==> src/design/tprm_pkg.sv <==
package tprm_pkg;

	localparam int NOW_W        = 48;
	localparam int BYTES_W      = 47;
	localparam int DONE_W       = 48;
	localparam int RATE_W       = 49;
	localparam int PCT_W        = 7;
	localparam int ETA_W        = 48;
	localparam int TOTAL_W      = 48;
	localparam int WIN_W        = 16;
	localparam int CFG_IDX_W    = 1;
	localparam int CFG_DATA_W   = 48;
	localparam int DIV_W        = 58;
	localparam int DIVISOR_W    = 49;
	localparam int DIV_CNT_W    = 6;
	localparam int DIV_STEPS    = DIV_W;
	localparam int IN_TDATA_W   = 144;
	localparam int OUT_TDATA_W  = 160;

	localparam logic [CFG_IDX_W-1:0] REG_TOTAL_BYTES = 1'b0;
	localparam logic [CFG_IDX_W-1:0] REG_RATE_WINDOW = 1'b1;

	localparam logic [WIN_W-1:0]  WINDOW_RESET = 16'd500;
	localparam logic [WIN_W-1:0]  WINDOW_MIN   = 16'd1;
	localparam logic [PCT_W-1:0]  PCT_FULL     = 7'd100;
	localparam logic [RATE_W-1:0] RATE_MAX     = {RATE_W{1'b1}};

	typedef enum logic [4:0] {
		S_IDLE,
		S_SUM,
		S_CHECK,
		S_DELTA,
		S_RMUL1,
		S_RMUL2,
		S_RDIV_GO,
		S_RDIV,
		S_PCT,
		S_PMUL1,
		S_PMUL2,
		S_PDIV_GO,
		S_PDIV,
		S_ETA,
		S_EDIV_GO,
		S_EDIV,
		S_OUT
	} state_t;

endpackage

==> src/design/tprm_div.sv <==
module tprm_div (
	input  logic                           clk,
	input  logic                           arst_n,
	input  logic                           start,
	input  logic [tprm_pkg::DIV_W-1:0]     dividend,
	input  logic [tprm_pkg::DIVISOR_W-1:0] divisor,
	output logic                           busy,
	output logic                           done,
	output logic [tprm_pkg::DIV_W-1:0]     quotient
);

	logic [tprm_pkg::DIV_W-1:0]     quo_q;
	logic [tprm_pkg::DIVISOR_W-1:0] rem_q;
	logic [tprm_pkg::DIVISOR_W-1:0] dvs_q;
	logic [tprm_pkg::DIV_CNT_W-1:0] cnt_q;
	logic                           run_q;
	logic                           done_q;
	logic [tprm_pkg::DIVISOR_W:0]   rem_sh;
	logic [tprm_pkg::DIVISOR_W+1:0] diff;
	logic                           qbit;
	logic [tprm_pkg::DIVISOR_W-1:0] rem_next;

	always_comb begin
		rem_sh   = {rem_q, quo_q[tprm_pkg::DIV_W-1]};
		diff     = {1'b0, rem_sh} - {2'b00, dvs_q};
		qbit     = ~diff[tprm_pkg::DIVISOR_W+1];
		rem_next = qbit ? diff[tprm_pkg::DIVISOR_W-1:0] : rem_sh[tprm_pkg::DIVISOR_W-1:0];
	end

	always_ff @(posedge clk or negedge arst_n) begin
		if (!arst_n) begin
			run_q  <= 1'b0;
			done_q <= 1'b0;
			cnt_q  <= '0;
		end else begin
			done_q <= run_q && (cnt_q == '0);
			if (start) begin
				run_q <= 1'b1;
				cnt_q <= tprm_pkg::DIV_CNT_W'(tprm_pkg::DIV_STEPS - 1);
			end else if (run_q) begin
				cnt_q <= cnt_q - 1'b1;
				if (cnt_q == '0) begin
					run_q <= 1'b0;
				end
			end
		end
	end

	always_ff @(posedge clk) begin
		if (start) begin
			quo_q <= dividend;
			rem_q <= '0;
			dvs_q <= divisor;
		end else if (run_q) begin
			quo_q <= {quo_q[tprm_pkg::DIV_W-2:0], qbit};
			rem_q <= rem_next;
		end
	end

	assign busy     = run_q;
	assign done     = done_q;
	assign quotient = quo_q;

endmodule

==> src/design/transfer_progress_rate_monitor.sv <==
// Progress report monitor. One report enters on s_* and one result leaves on m_*. The first
// report after reset (or any report while the recorded tick is zero) records time and done
// bytes without updating the rate; later reports refresh the rate once the window has passed.
// A new report is taken only after the previous one has run through all of its states. The
// result is set by up to three passes through one shared restoring divider that retires one
// quotient bit per cycle over 58 bits, each pass ending with the pickup of the quotient (rate
// update, percent below total, ETA with a known rate). A finished result waits in the output
// register while the next report is taken; a new result is held back only while the previous
// one is still untaken. Configuration writes take effect at once and are meant for idle periods.
module transfer_progress_rate_monitor (
	input  logic                                 clk,
	input  logic                                 arst_n,
	input  logic                                 s_tvalid,
	output logic                                 s_tready,
	// now_ms[47:0], base_bytes[94:48], transferred_bytes[141:95], cancel_flag[142], zero[143]
	input  logic [tprm_pkg::IN_TDATA_W-1:0]      s_tdata,
	output logic                                 m_tvalid,
	input  logic                                 m_tready,
	// done_bytes[47:0], rate_bytes_per_sec[96:48], percent_done[103:97],
	// eta_seconds[151:104], cancel_request[152], zero[159:153]
	output logic [tprm_pkg::OUT_TDATA_W-1:0]     m_tdata,
	input  logic                                 cfg_we,
	input  logic [tprm_pkg::CFG_IDX_W-1:0]       cfg_index,
	input  logic [tprm_pkg::CFG_DATA_W-1:0]      cfg_data
);

	tprm_pkg::state_t state_q, state_d;

	logic [tprm_pkg::TOTAL_W-1:0]  total_q;
	logic [tprm_pkg::WIN_W-1:0]    window_q;
	logic [tprm_pkg::NOW_W-1:0]    last_tick_q;
	logic [tprm_pkg::DONE_W-1:0]   last_bytes_q;
	logic [tprm_pkg::RATE_W-1:0]   rate_q;

	logic [tprm_pkg::NOW_W-1:0]    now_q;
	logic [tprm_pkg::BYTES_W-1:0]  base_q;
	logic [tprm_pkg::BYTES_W-1:0]  moved_q;
	logic                          cancel_q;
	logic [tprm_pkg::DONE_W-1:0]   done_q;
	logic [tprm_pkg::NOW_W-1:0]    elapsed_q;
	logic [tprm_pkg::DONE_W-1:0]   opnd_q;
	logic [tprm_pkg::DIV_W-1:0]    prod_q;
	logic [tprm_pkg::PCT_W-1:0]    pct_q;
	logic [tprm_pkg::ETA_W-1:0]    eta_q;

	logic                          m_tvalid_q;
	logic [tprm_pkg::OUT_TDATA_W-1:0] m_tdata_q;

	logic [tprm_pkg::WIN_W-1:0]      win_eff;
	logic [tprm_pkg::DIV_W-1:0]      opnd_ext;
	logic [tprm_pkg::DONE_W:0]       delta_diff;
	logic                            out_free;
	logic                            div_start;
	logic [tprm_pkg::DIVISOR_W-1:0]  div_divisor;
	logic                            div_busy;
	logic                            div_done;
	logic [tprm_pkg::DIV_W-1:0]      div_quo;

	assign win_eff    = (window_q == '0) ? tprm_pkg::WINDOW_MIN : window_q;
	assign opnd_ext   = {{(tprm_pkg::DIV_W - tprm_pkg::DONE_W){1'b0}}, opnd_q};
	assign delta_diff = {1'b0, done_q} - {1'b0, last_bytes_q};
	assign out_free   = !m_tvalid_q || m_tready;

	tprm_div u_div (
		.clk      (clk),
		.arst_n   (arst_n),
		.start    (div_start),
		.dividend (prod_q),
		.divisor  (div_divisor),
		.busy     (div_busy),
		.done     (div_done),
		.quotient (div_quo)
	);

	always_ff @(posedge clk or negedge arst_n) begin
		if (!arst_n) begin
			state_q <= tprm_pkg::S_IDLE;
		end else begin
			state_q <= state_d;
		end
	end

	always_comb begin
		state_d     = state_q;
		s_tready    = 1'b0;
		div_start   = 1'b0;
		div_divisor = {1'b0, elapsed_q};
		unique case (state_q)
			tprm_pkg::S_IDLE: begin
				s_tready = 1'b1;
				if (s_tvalid) begin
					state_d = tprm_pkg::S_SUM;
				end
			end
			tprm_pkg::S_SUM: state_d = tprm_pkg::S_CHECK;
			tprm_pkg::S_CHECK: begin
				priority if (last_tick_q == '0) begin
					state_d = tprm_pkg::S_PCT;
				end else if (elapsed_q >= {{(tprm_pkg::NOW_W - tprm_pkg::WIN_W){1'b0}}, win_eff}) begin
					state_d = tprm_pkg::S_DELTA;
				end else begin
					state_d = tprm_pkg::S_PCT;
				end
			end
			tprm_pkg::S_DELTA: state_d = tprm_pkg::S_RMUL1;
			tprm_pkg::S_RMUL1: state_d = tprm_pkg::S_RMUL2;
			tprm_pkg::S_RMUL2: state_d = tprm_pkg::S_RDIV_GO;
			tprm_pkg::S_RDIV_GO: begin
				div_start   = 1'b1;
				div_divisor = {1'b0, elapsed_q};
				state_d     = tprm_pkg::S_RDIV;
			end
			tprm_pkg::S_RDIV: begin
				if (div_done) begin
					state_d = tprm_pkg::S_PCT;
				end
			end
			tprm_pkg::S_PCT: begin
				if (total_q != '0 && done_q < total_q) begin
					state_d = tprm_pkg::S_PMUL1;
				end else begin
					state_d = tprm_pkg::S_ETA;
				end
			end
			tprm_pkg::S_PMUL1: state_d = tprm_pkg::S_PMUL2;
			tprm_pkg::S_PMUL2: state_d = tprm_pkg::S_PDIV_GO;
			tprm_pkg::S_PDIV_GO: begin
				div_start   = 1'b1;
				div_divisor = {1'b0, total_q};
				state_d     = tprm_pkg::S_PDIV;
			end
			tprm_pkg::S_PDIV: begin
				if (div_done) begin
					state_d = tprm_pkg::S_ETA;
				end
			end
			tprm_pkg::S_ETA: begin
				if (rate_q != '0 && total_q > done_q) begin
					state_d = tprm_pkg::S_EDIV_GO;
				end else begin
					state_d = tprm_pkg::S_OUT;
				end
			end
			tprm_pkg::S_EDIV_GO: begin
				div_start   = 1'b1;
				div_divisor = rate_q;
				state_d     = tprm_pkg::S_EDIV;
			end
			tprm_pkg::S_EDIV: begin
				if (div_done) begin
					state_d = tprm_pkg::S_OUT;
				end
			end
			tprm_pkg::S_OUT: begin
				if (out_free) begin
					state_d = tprm_pkg::S_IDLE;
				end
			end
			default: state_d = tprm_pkg::S_IDLE;
		endcase
	end

	always_ff @(posedge clk or negedge arst_n) begin
		if (!arst_n) begin
			total_q      <= '0;
			window_q     <= tprm_pkg::WINDOW_RESET;
			last_tick_q  <= '0;
			last_bytes_q <= '0;
			rate_q       <= '0;
		end else begin
			if (cfg_we) begin
				unique case (cfg_index)
					tprm_pkg::REG_TOTAL_BYTES: total_q <= cfg_data;
					tprm_pkg::REG_RATE_WINDOW: window_q <= cfg_data[tprm_pkg::WIN_W-1:0];
					default: ;
				endcase
			end
			if (state_q == tprm_pkg::S_CHECK && last_tick_q == '0) begin
				last_tick_q  <= now_q;
				last_bytes_q <= done_q;
			end
			if (state_q == tprm_pkg::S_RDIV && div_done) begin
				rate_q       <= (div_quo[tprm_pkg::DIV_W-1:tprm_pkg::RATE_W] != '0) ?
					tprm_pkg::RATE_MAX : div_quo[tprm_pkg::RATE_W-1:0];
				last_tick_q  <= now_q;
				last_bytes_q <= done_q;
			end
		end
	end

	// rate dividend is delta * 1000 = (delta << 10) - (delta << 4) - (delta << 3)
	// percent dividend is done * 100 = (done << 6) + (done << 5) + (done << 2)
	always_ff @(posedge clk) begin
		unique case (state_q)
			tprm_pkg::S_IDLE: begin
				if (s_tvalid) begin
					now_q    <= s_tdata[47:0];
					base_q   <= s_tdata[94:48];
					moved_q  <= s_tdata[141:95];
					cancel_q <= s_tdata[142];
				end
			end
			tprm_pkg::S_SUM: begin
				done_q    <= {1'b0, base_q} + {1'b0, moved_q};
				elapsed_q <= now_q - last_tick_q;
			end
			tprm_pkg::S_DELTA: opnd_q <= delta_diff[tprm_pkg::DONE_W] ? '0 :
				delta_diff[tprm_pkg::DONE_W-1:0];
			tprm_pkg::S_RMUL1: prod_q <= (opnd_ext << 10) - (opnd_ext << 4);
			tprm_pkg::S_RMUL2: prod_q <= prod_q - (opnd_ext << 3);
			tprm_pkg::S_PCT: begin
				opnd_q <= done_q;
				pct_q  <= (total_q == '0) ? '0 : tprm_pkg::PCT_FULL;
			end
			tprm_pkg::S_PMUL1: prod_q <= (opnd_ext << 6) + (opnd_ext << 5);
			tprm_pkg::S_PMUL2: prod_q <= prod_q + (opnd_ext << 2);
			tprm_pkg::S_PDIV: begin
				if (div_done) begin
					pct_q <= div_quo[tprm_pkg::PCT_W-1:0];
				end
			end
			tprm_pkg::S_ETA: begin
				prod_q <= {{(tprm_pkg::DIV_W - tprm_pkg::TOTAL_W){1'b0}}, total_q - done_q};
				eta_q  <= '0;
			end
			tprm_pkg::S_EDIV: begin
				if (div_done) begin
					eta_q <= div_quo[tprm_pkg::ETA_W-1:0];
				end
			end
			default: ;
		endcase
	end

	always_ff @(posedge clk or negedge arst_n) begin
		if (!arst_n) begin
			m_tvalid_q <= 1'b0;
		end else if (state_q == tprm_pkg::S_OUT && out_free) begin
			m_tvalid_q <= 1'b1;
		end else if (m_tready) begin
			m_tvalid_q <= 1'b0;
		end
	end

	always_ff @(posedge clk) begin
		if (state_q == tprm_pkg::S_OUT && out_free) begin
			m_tdata_q <= {7'b0, cancel_q, eta_q, pct_q, rate_q, done_q};
		end
	end

	assign m_tvalid = m_tvalid_q;
	assign m_tdata  = m_tdata_q;

`ifndef SYNTHESIS
	a_idle_div_quiet: assert property (@(posedge clk) disable iff (!arst_n)
		s_tready |-> !div_busy)
		else $error("divider busy while taking an item");

	a_pct_range: assert property (@(posedge clk) disable iff (!arst_n)
		m_tvalid |-> (m_tdata[103:97] <= tprm_pkg::PCT_FULL))
		else $error("percent above full");

	a_eta_needs_rate: assert property (@(posedge clk) disable iff (!arst_n)
		(m_tvalid && m_tdata[151:104] != '0) |-> (m_tdata[96:48] != '0))
		else $error("eta without a rate");

	a_div_done_place: assert property (@(posedge clk) disable iff (!arst_n)
		div_done |-> (state_q == tprm_pkg::S_RDIV || state_q == tprm_pkg::S_PDIV ||
			state_q == tprm_pkg::S_EDIV))
		else $error("divider finished outside a wait state");
`endif

endmodule
==> config.mk <==
export PLATFORM = sky130hd
export DESIGN_NAME = transfer_progress_rate_monitor
export DESIGN_NICKNAME = d
export VERILOG_FILES = /design/src/design/tprm_pkg.sv /design/src/design/tprm_div.sv /design/src/design/transfer_progress_rate_monitor.sv
export SDC_FILE = /design/constraint.sdc
export NUM_CORES = 2
export LEC_CHECK = 0
export BUFFER_PORTS_ARGS = -buffer_cell sky130_fd_sc_hd__buf_2
export CAP_MARGIN = 20
export CELL_PAD_IN_SITES_DETAIL_PLACEMENT = 1
export CELL_PAD_IN_SITES_GLOBAL_PLACEMENT = 2
export CORE_ASPECT_RATIO = 0.6
export CORE_MARGIN = 2
export CORE_UTILIZATION = 37
export DETAILED_ROUTE_END_ITERATION = 8
export MAX_ROUTING_LAYER = met4
export PLACE_DENSITY = 0.75
export SYNTH_ARGS = -nofsm -noshare
export SYNTH_HDL_FRONTEND = slang
export SYNTH_SLANG_ARGS = --single-unit
==> constraint.sdc <==
create_clock -name clk -period 9 [get_ports clk]
set_clock_uncertainty 0.15 [all_clocks]
set_input_delay 0.9 -clock clk [delete_from_list [all_inputs] [get_ports clk]]
set_output_delay 0.9 -clock clk [all_outputs]
set_load 0.05 [all_outputs]
Word-level counts from Yosys, hierarchy flattened
Cells that the tools add are included.
{ "op_classes": {"n_reduce_logical": 30, "bitwise": 2, "n_shift": 0, "n_eq_ne": 21, "order_cmp": 3, "div_mod_pow": 0, "multipliers": 0, "n_mux": 37, "add_sub_neg": 10} }
{ "op_table": {"columns": ["cell", "n"], "rows": [
  ["$pmux 58 s5", 1],
  ["$mux 48", 6],
  ["$pmux 48 s2", 2],
  ["$mux 58", 2],
  ["$mux 49", 2],
  ["$pmux 49 s2", 1],
  ["$logic_not 48->1", 2],
  ["$sub 48x48->48", 2],
  ["$pmux 5 s17", 1],
  ["$add 58x50->58", 1],
  ["$sub 58x51->58", 1],
  ["$sub 58x52->58", 1],
  ["$add 54x53->55", 1],
  ["$sub 50x49->51", 1],
  ["$reduce_bool 49->1", 1],
  ["$sub 48x48->49", 1],
  ["$add 47x47->48", 1],
  ["$ge 48x16->1", 1],
  ["$gt 48x48->1", 1],
  ["$lt 48x48->1", 1],
  ["$reduce_bool 48->1", 1],
  ["$eq 5x4->1 const B", 8],
  ["$mux 5", 6],
  ["$eq 5x3->1 const B", 4],
  ["other kinds (26)", 54]
]} }
{ "totals": {"reg_bits": 932, "out_inout_bits": 162, "mem_bits_rw": 0, "romBits": 0, "latchBits": 0, "memories": 0} }

Depth between registers and ports, before layout
{ "depth": {"depth_word": 6, "ltp_mapped": 16} }

Hierarchy
A second synthesis with hierarchy kept.
{ "unflattened": {"hier_cells": 5877, "hier_area_um2": 59398.2} }
{ "modules_own_cells": {"columns": ["mod", "seq_area_each_um2", "cells_each", "n_inst", "area_each_um2"], "rows": [
  ["transfer_progress_rate_monitor", 21993.6, 4905, 1, 49776.5],
  ["tprm_div", 4394.2, 972, 1, 9621.7]
]} }

Least setup slack after synthesis
No wires, ideal clock.
{ "synth_path": {"path_type": "input -> register", "from": "input m_tready", "to": "register m_tdata_q (netlist bit m_tdata[0]) (enable)", "path_buffers": 0, "required_time_ns": 8.167, "setup_ns": 0.683, "setup_slack_ns": 0.402, "arrival_time_ns": 7.765, "cell_stages": 2, "path_cell_list": "nand2b_1 > nor2b_1"} }
{ "synth_between": {"elab_chain_cells": 2} }
{ "synth_lines": {"columns": ["item", "line", "text"], "rows": [
  ["start: declaration", "transfer_progress_rate_monitor.sv:18", "input logic m_tready,"],
  ["$logic_or 1x1->1", "transfer_progress_rate_monitor.sv:62", "assign out_free = !m_tvalid_q || m_tready;"],
  ["$logic_and 1x1->1", "transfer_progress_rate_monitor.sv:246", "if (state_q == tprm_pkg::S_OUT && out_free) begin"],
  ["end signal: assignment", "transfer_progress_rate_monitor.sv:247", "m_tdata_q <= {7'b0, cancel_q, eta_q, pct_q, rate_q, done_q};"],
  ["end: declaration", "transfer_progress_rate_monitor.sv:47", "logic [tprm_pkg::OUT_TDATA_W-1:0] m_tdata_q;"]
]} }
No other way between the ends.
A chain may end at the register's enable or synchronous reset.

Worst setup path after layout
{ "layout_path": {"from": "register opnd_q[0] (netlist bit)", "to": "register prod_q[41] (netlist bit) (data pin)"} }
{ "layout_between": {"elab_chain_cells": 2, "word_cells_on_any_way": 5, "cone_classes": "add/sub: 4; mux: 1"} }
{ "layout_lines": {"columns": ["item", "line", "text"], "rows": [
  ["start: declaration", "transfer_progress_rate_monitor.sv:41", "logic [tprm_pkg::DONE_W-1:0] opnd_q;"],
  ["start signal: assignment", "transfer_progress_rate_monitor.sv:207", "tprm_pkg::S_DELTA: opnd_q <= delta_diff[tprm_pkg::DONE_W] ? '0 :"],
  ["start signal: assignment", "transfer_progress_rate_monitor.sv:212", "opnd_q <= done_q;"],
  ["$add 58x50->58 (tied with other cells)", "transfer_progress_rate_monitor.sv:216", "tprm_pkg::S_PMUL2: prod_q <= prod_q + (opnd_ext << 2);"],
  ["$pmux 58 s5 *", "transfer_progress_rate_monitor.sv:194", "unique case (state_q)"],
  ["end signal: assignment", "transfer_progress_rate_monitor.sv:215", "tprm_pkg::S_PMUL1: prod_q <= (opnd_ext << 6) + (opnd_ext << 5);"],
  ["end signal: assignment", "transfer_progress_rate_monitor.sv:216", null],
  ["end signal: assignment", "transfer_progress_rate_monitor.sv:223", "prod_q <= {{(tprm_pkg::DIV_W - tprm_pkg::TOTAL_W){1'b0}}, total_q - done_q};"],
  ["end: declaration", "transfer_progress_rate_monitor.sv:42", "logic [tprm_pkg::DIV_W-1:0] prod_q;"]
]} }
Every way passes the cells marked *; elsewhere a longest branch is shown, timed or not.

==> metrics.csv <==
stage,metric,value,unit
timing,setup_viol,0,
drt,dr_total_vias,49878,
power_and_ir_drop,comb_power_share,0.563,
synthesis,syn_avg_cell_area,9.986,um2
die,num_rows,113,
synthesis,synth-async-reset-ratio,0.2393,
die,die_area,162800,um2
power_and_ir_drop,ir_worst_vdd,0.1862,mV
die,ios,360,
power_and_ir_drop,switching_share,0.4864,
die,placeableCoreArea,158400,um2
cts,cts-root-buf,clkbuf_16,
critical_path,worst-path-max-fanout,9,
timing,tightest_slew,1091,ps
cts,clk_path_buf_depth,3,
power_and_ir_drop,clockPowerShare,0.156,
final_layout,syn2layout_area_growth,12.46,%
timing,fmax,159.1,MHz
timing,period_share,0.6983,
power_and_ir_drop,power_switching,0.01310,W
place,dp_hpwl,188300,um
power_and_ir_drop,pwr-share-seq,0.281,
grt,grt_pass1_wl,341000,um
critical_path,critical_path_required,9320,ps
place,pre_cts_ws,3105,ps
die,initial_core_util,0.3728,
cts,tritoncts,yes,
timing,finalHoldViolations,0,
drt,drt_iter0_drc,5769,
grt,grt-ovfl-total,0,
grt,grt_antenna_before_repair,17,
synthesis,synthCells,5911,
synthesis,synthDistinctLibCells,108,
job,maxCapViolCount,0,
place,place_congestion,0.9777,
synthesis,synth-adder-area-share,0.09874,
die,die_height,313.4,um
cts,ctsHtreeMaxLevel,3,
drt,via_per_inst,5.933,
cts,cts_sinks,932,
power_and_ir_drop,power_density,405.6,nW/um2
timing,slew_violations,0,
final_layout,layout_commonest_cell,nand2_1,
synthesis,synth_compound_area_frac,0.2032,
place,io_buffers,351,
synthesis,synth_edf_count,660,
synthesis,ys_seq_elements,932,
timing,relSlewSlack,0.2636,
final_layout,n_fill_cell,17731,
drt,drc_errors,0,
critical_path,critPathCaptureType,register,
final_layout,layout_common_cells,"nand2_1 (662), edfxtp_1 (660), ha_1 (453)",
synthesis,synth-xor-area-share,0.05713,
synthesis,yosys_most_used_dff,edfxtp_1,
synthesis,netlist_area,59030,um2
cts,numCtsBuffers,96,
grt,grt_max_degree,148,
hold_path,min_path_type,input port to register,
critical_path,critPathKind,register to register,
synthesis,ys_warn_count,0,
timing,worst_slack,2716,ps
synthesis,muxShareOfSynthArea,0.02611,
final_layout,fin_nets,6852,
synthesis,synth_top_family_by_area,compound AO/OA/AOI/OAI gates,
die,dieWidth,519.6,um
grt,grt_use_total,0.2927,
synthesis,synth_simple_gate_area_frac,0.1280,
grt,grt_pass1_vias,47546,
critical_path,crit_path_start_kind,register,
synthesis,ys_seq_area_frac,0.4470,
timing,fin_tns_setup,0,ps
cts,clock_latency,750,ps
drt,wl,238600,um
final_layout,drive_gt1_frac,0.1227,
power_and_ir_drop,leakagePower,28.06,nW
timing,rsz0062_at_grt,false,
drt,dr.pass1.iters,8,
critical_path,crit_arrival,6600,ps
timing,fin_crit,6284,ps
drt,wl_per_cell,28.38,um
cts,cts.clk_slew.worst_paths,70,ps
grt,met1_usage,0.4720,
power_and_ir_drop,p_int,0.01383,W
drt,ant_nets,0,
grt,grt-busiest-layer,met1,
outcome,outcome,"finished, final reports clean",
grt,grt_use_met2,0.3605,
grt,grt_use_met3,0.06143,
[flip-flops by register name (all words and copies together) (netlist names), 5 cells and up]
signal,count
elapsed_q,48
pct_q,7
done_q,48
moved_q,47
state_q,5
u_div.dvs_q,49
rate_q,49
prod_q,58
u_div.quotient,58
eta_q,48
total_q,48
m_tdata,153
window_q,16
last_tick_q,48
now_q,48
opnd_q,48
base_q,47
last_bytes_q,48
u_div.rem_q,49
u_div.cnt_q,6
[power by group through the flow]
| stage | registers (W) | logic, W | clock network, W |
|---|---|---|---|
| 2_1_floorplan | 0.00675 | 0.0103 | 0 |
| 3_3_place_gp | 0.00756 | 0.0144 | 0 |
| 3_5_place_dp | 0.00759 | 0.0146 | 0 |
| 4_1_cts | 0.00751 | 0.0147 | 0.00427 |
| 5_1_grt | 0.00760 | 0.0164 | 0.00442 |
| 6_report | 0.00758 | 0.0151 | 0.00420 |
[cell usage after synthesis, types with 71 or more instances]
library cell  number  share of area
nand2_1          665          0.042
nor2_1           270          0.017
xor2_1           149          0.022
a31oi_1           71         0.0075
nor3_1            76         0.0064
and2_1            89         0.0094
dfrtp_1          217          0.092
a21oi_1          429          0.036
clkbuf_1         201          0.013
inv_1            379          0.024
nand4_1           84         0.0089
xnor2_1          236          0.035
o21bai_1          74         0.0094
nand3_1           90         0.0076
o21ai_0          278          0.024
mux2_2           111          0.021
edfxtp_1         660           0.34
a21o_1           276          0.035
ha_1             453          0.096
[metal layers]
layer | routed length [um] | share of wire
met1 | 122300 | 0.51
met4 | 5306 | 0.022
met5 | 0 | 0
met3 | 22970 | 0.096
met2 | 88080 | 0.37
[layout make-up]
class	instances	area, um2	area share
Tap cell	2127	2661	0.04009
Sequential cell	932	26390	0.3975
Multi-Input combinational cell	4374	30430	0.4585
Clock inverter	54	614.3	0.009255
Clock buffer	125	2603	0.03921
Antenna cell	6	15.01	0.0002262
Inverter	380	1429	0.02153
Timing Repair Buffer	409	2237	0.03370
[logic make-up after synthesis]
group                    count (synthesis)
buffers and inverters                  611
multiplexers                           140
other                                    1
XOR/XNOR                               385
adder cells (fa/ha/maj)                461
flip-flops                             932
AO/OA/AOI/OAI                         1786
AND/OR/NAND/NOR                       1595
[worst max-delay path: stages, from the launching register on]
cell	delay (ps)
edfxtp_1	590
ha_1	280
inv_1	70
fa_1	440
a211oi_1	350
o21bai_1	290
o311ai_1	880
o211ai_1	390
a21oi_1	420
o21bai_1	280
a31oi_1	510
o21ai_1	220
xnor2_1	380
o21ai_0	370
a211o_1	380
[worst paths after layout]
| check | depth (start not counted) | startpoint | slack (ps) | to |
|---|---|---|---|---|
| max reg2reg | 14 | opnd_q[0]$_DFFE_PP_ | 2720 | prod_q[41]$_DFFE_PP_ |
| min | 1 | s_tdata[30] | 170 | now_q[30]$_DFFE_PP_ |
| max in group asynchronous | 4 | arst_n | 6090 | last_bytes_q[23]$_DFFE_PN0P_ |
| max | 14 | opnd_q[0]$_DFFE_PP_ | 2720 | prod_q[41]$_DFFE_PP_ |
| min reg2reg | 0 | eta_q[27]$_SDFFCE_PP0P_ | 250 | m_tdata[131]$_DFFE_PP_ |
| min in group asynchronous | 2 | arst_n | 530 | u_div.cnt_q[2]$_DFFE_PN0P_ |
[metrics by stage]
stage            util  instance area (um2)  total power, W  instances  hold WS, ps
2_1_floorplan       -                59050         0.01704       5917        250.3
3_3_place_gp   0.3986                63120         0.02195       8218        251.4
3_5_place_dp   0.3986                63120         0.02219       8218        256.3
4_1_cts        0.4190                66350         0.02651       8398        115.6
5_1_grt        0.4191                66370         0.02838       8402        141.0
6_report       0.4192                66380         0.02692       8407        170.3
[what timing repair did]
action	CTS	global route
endpoints found under the setup margin	0	0
gates resized for setup	0	0
buffers inserted	0	0
endpoints found under the hold margin	42	0
hold buffers	1	0
No activity file was read; power rests on OpenSTA's default activity.
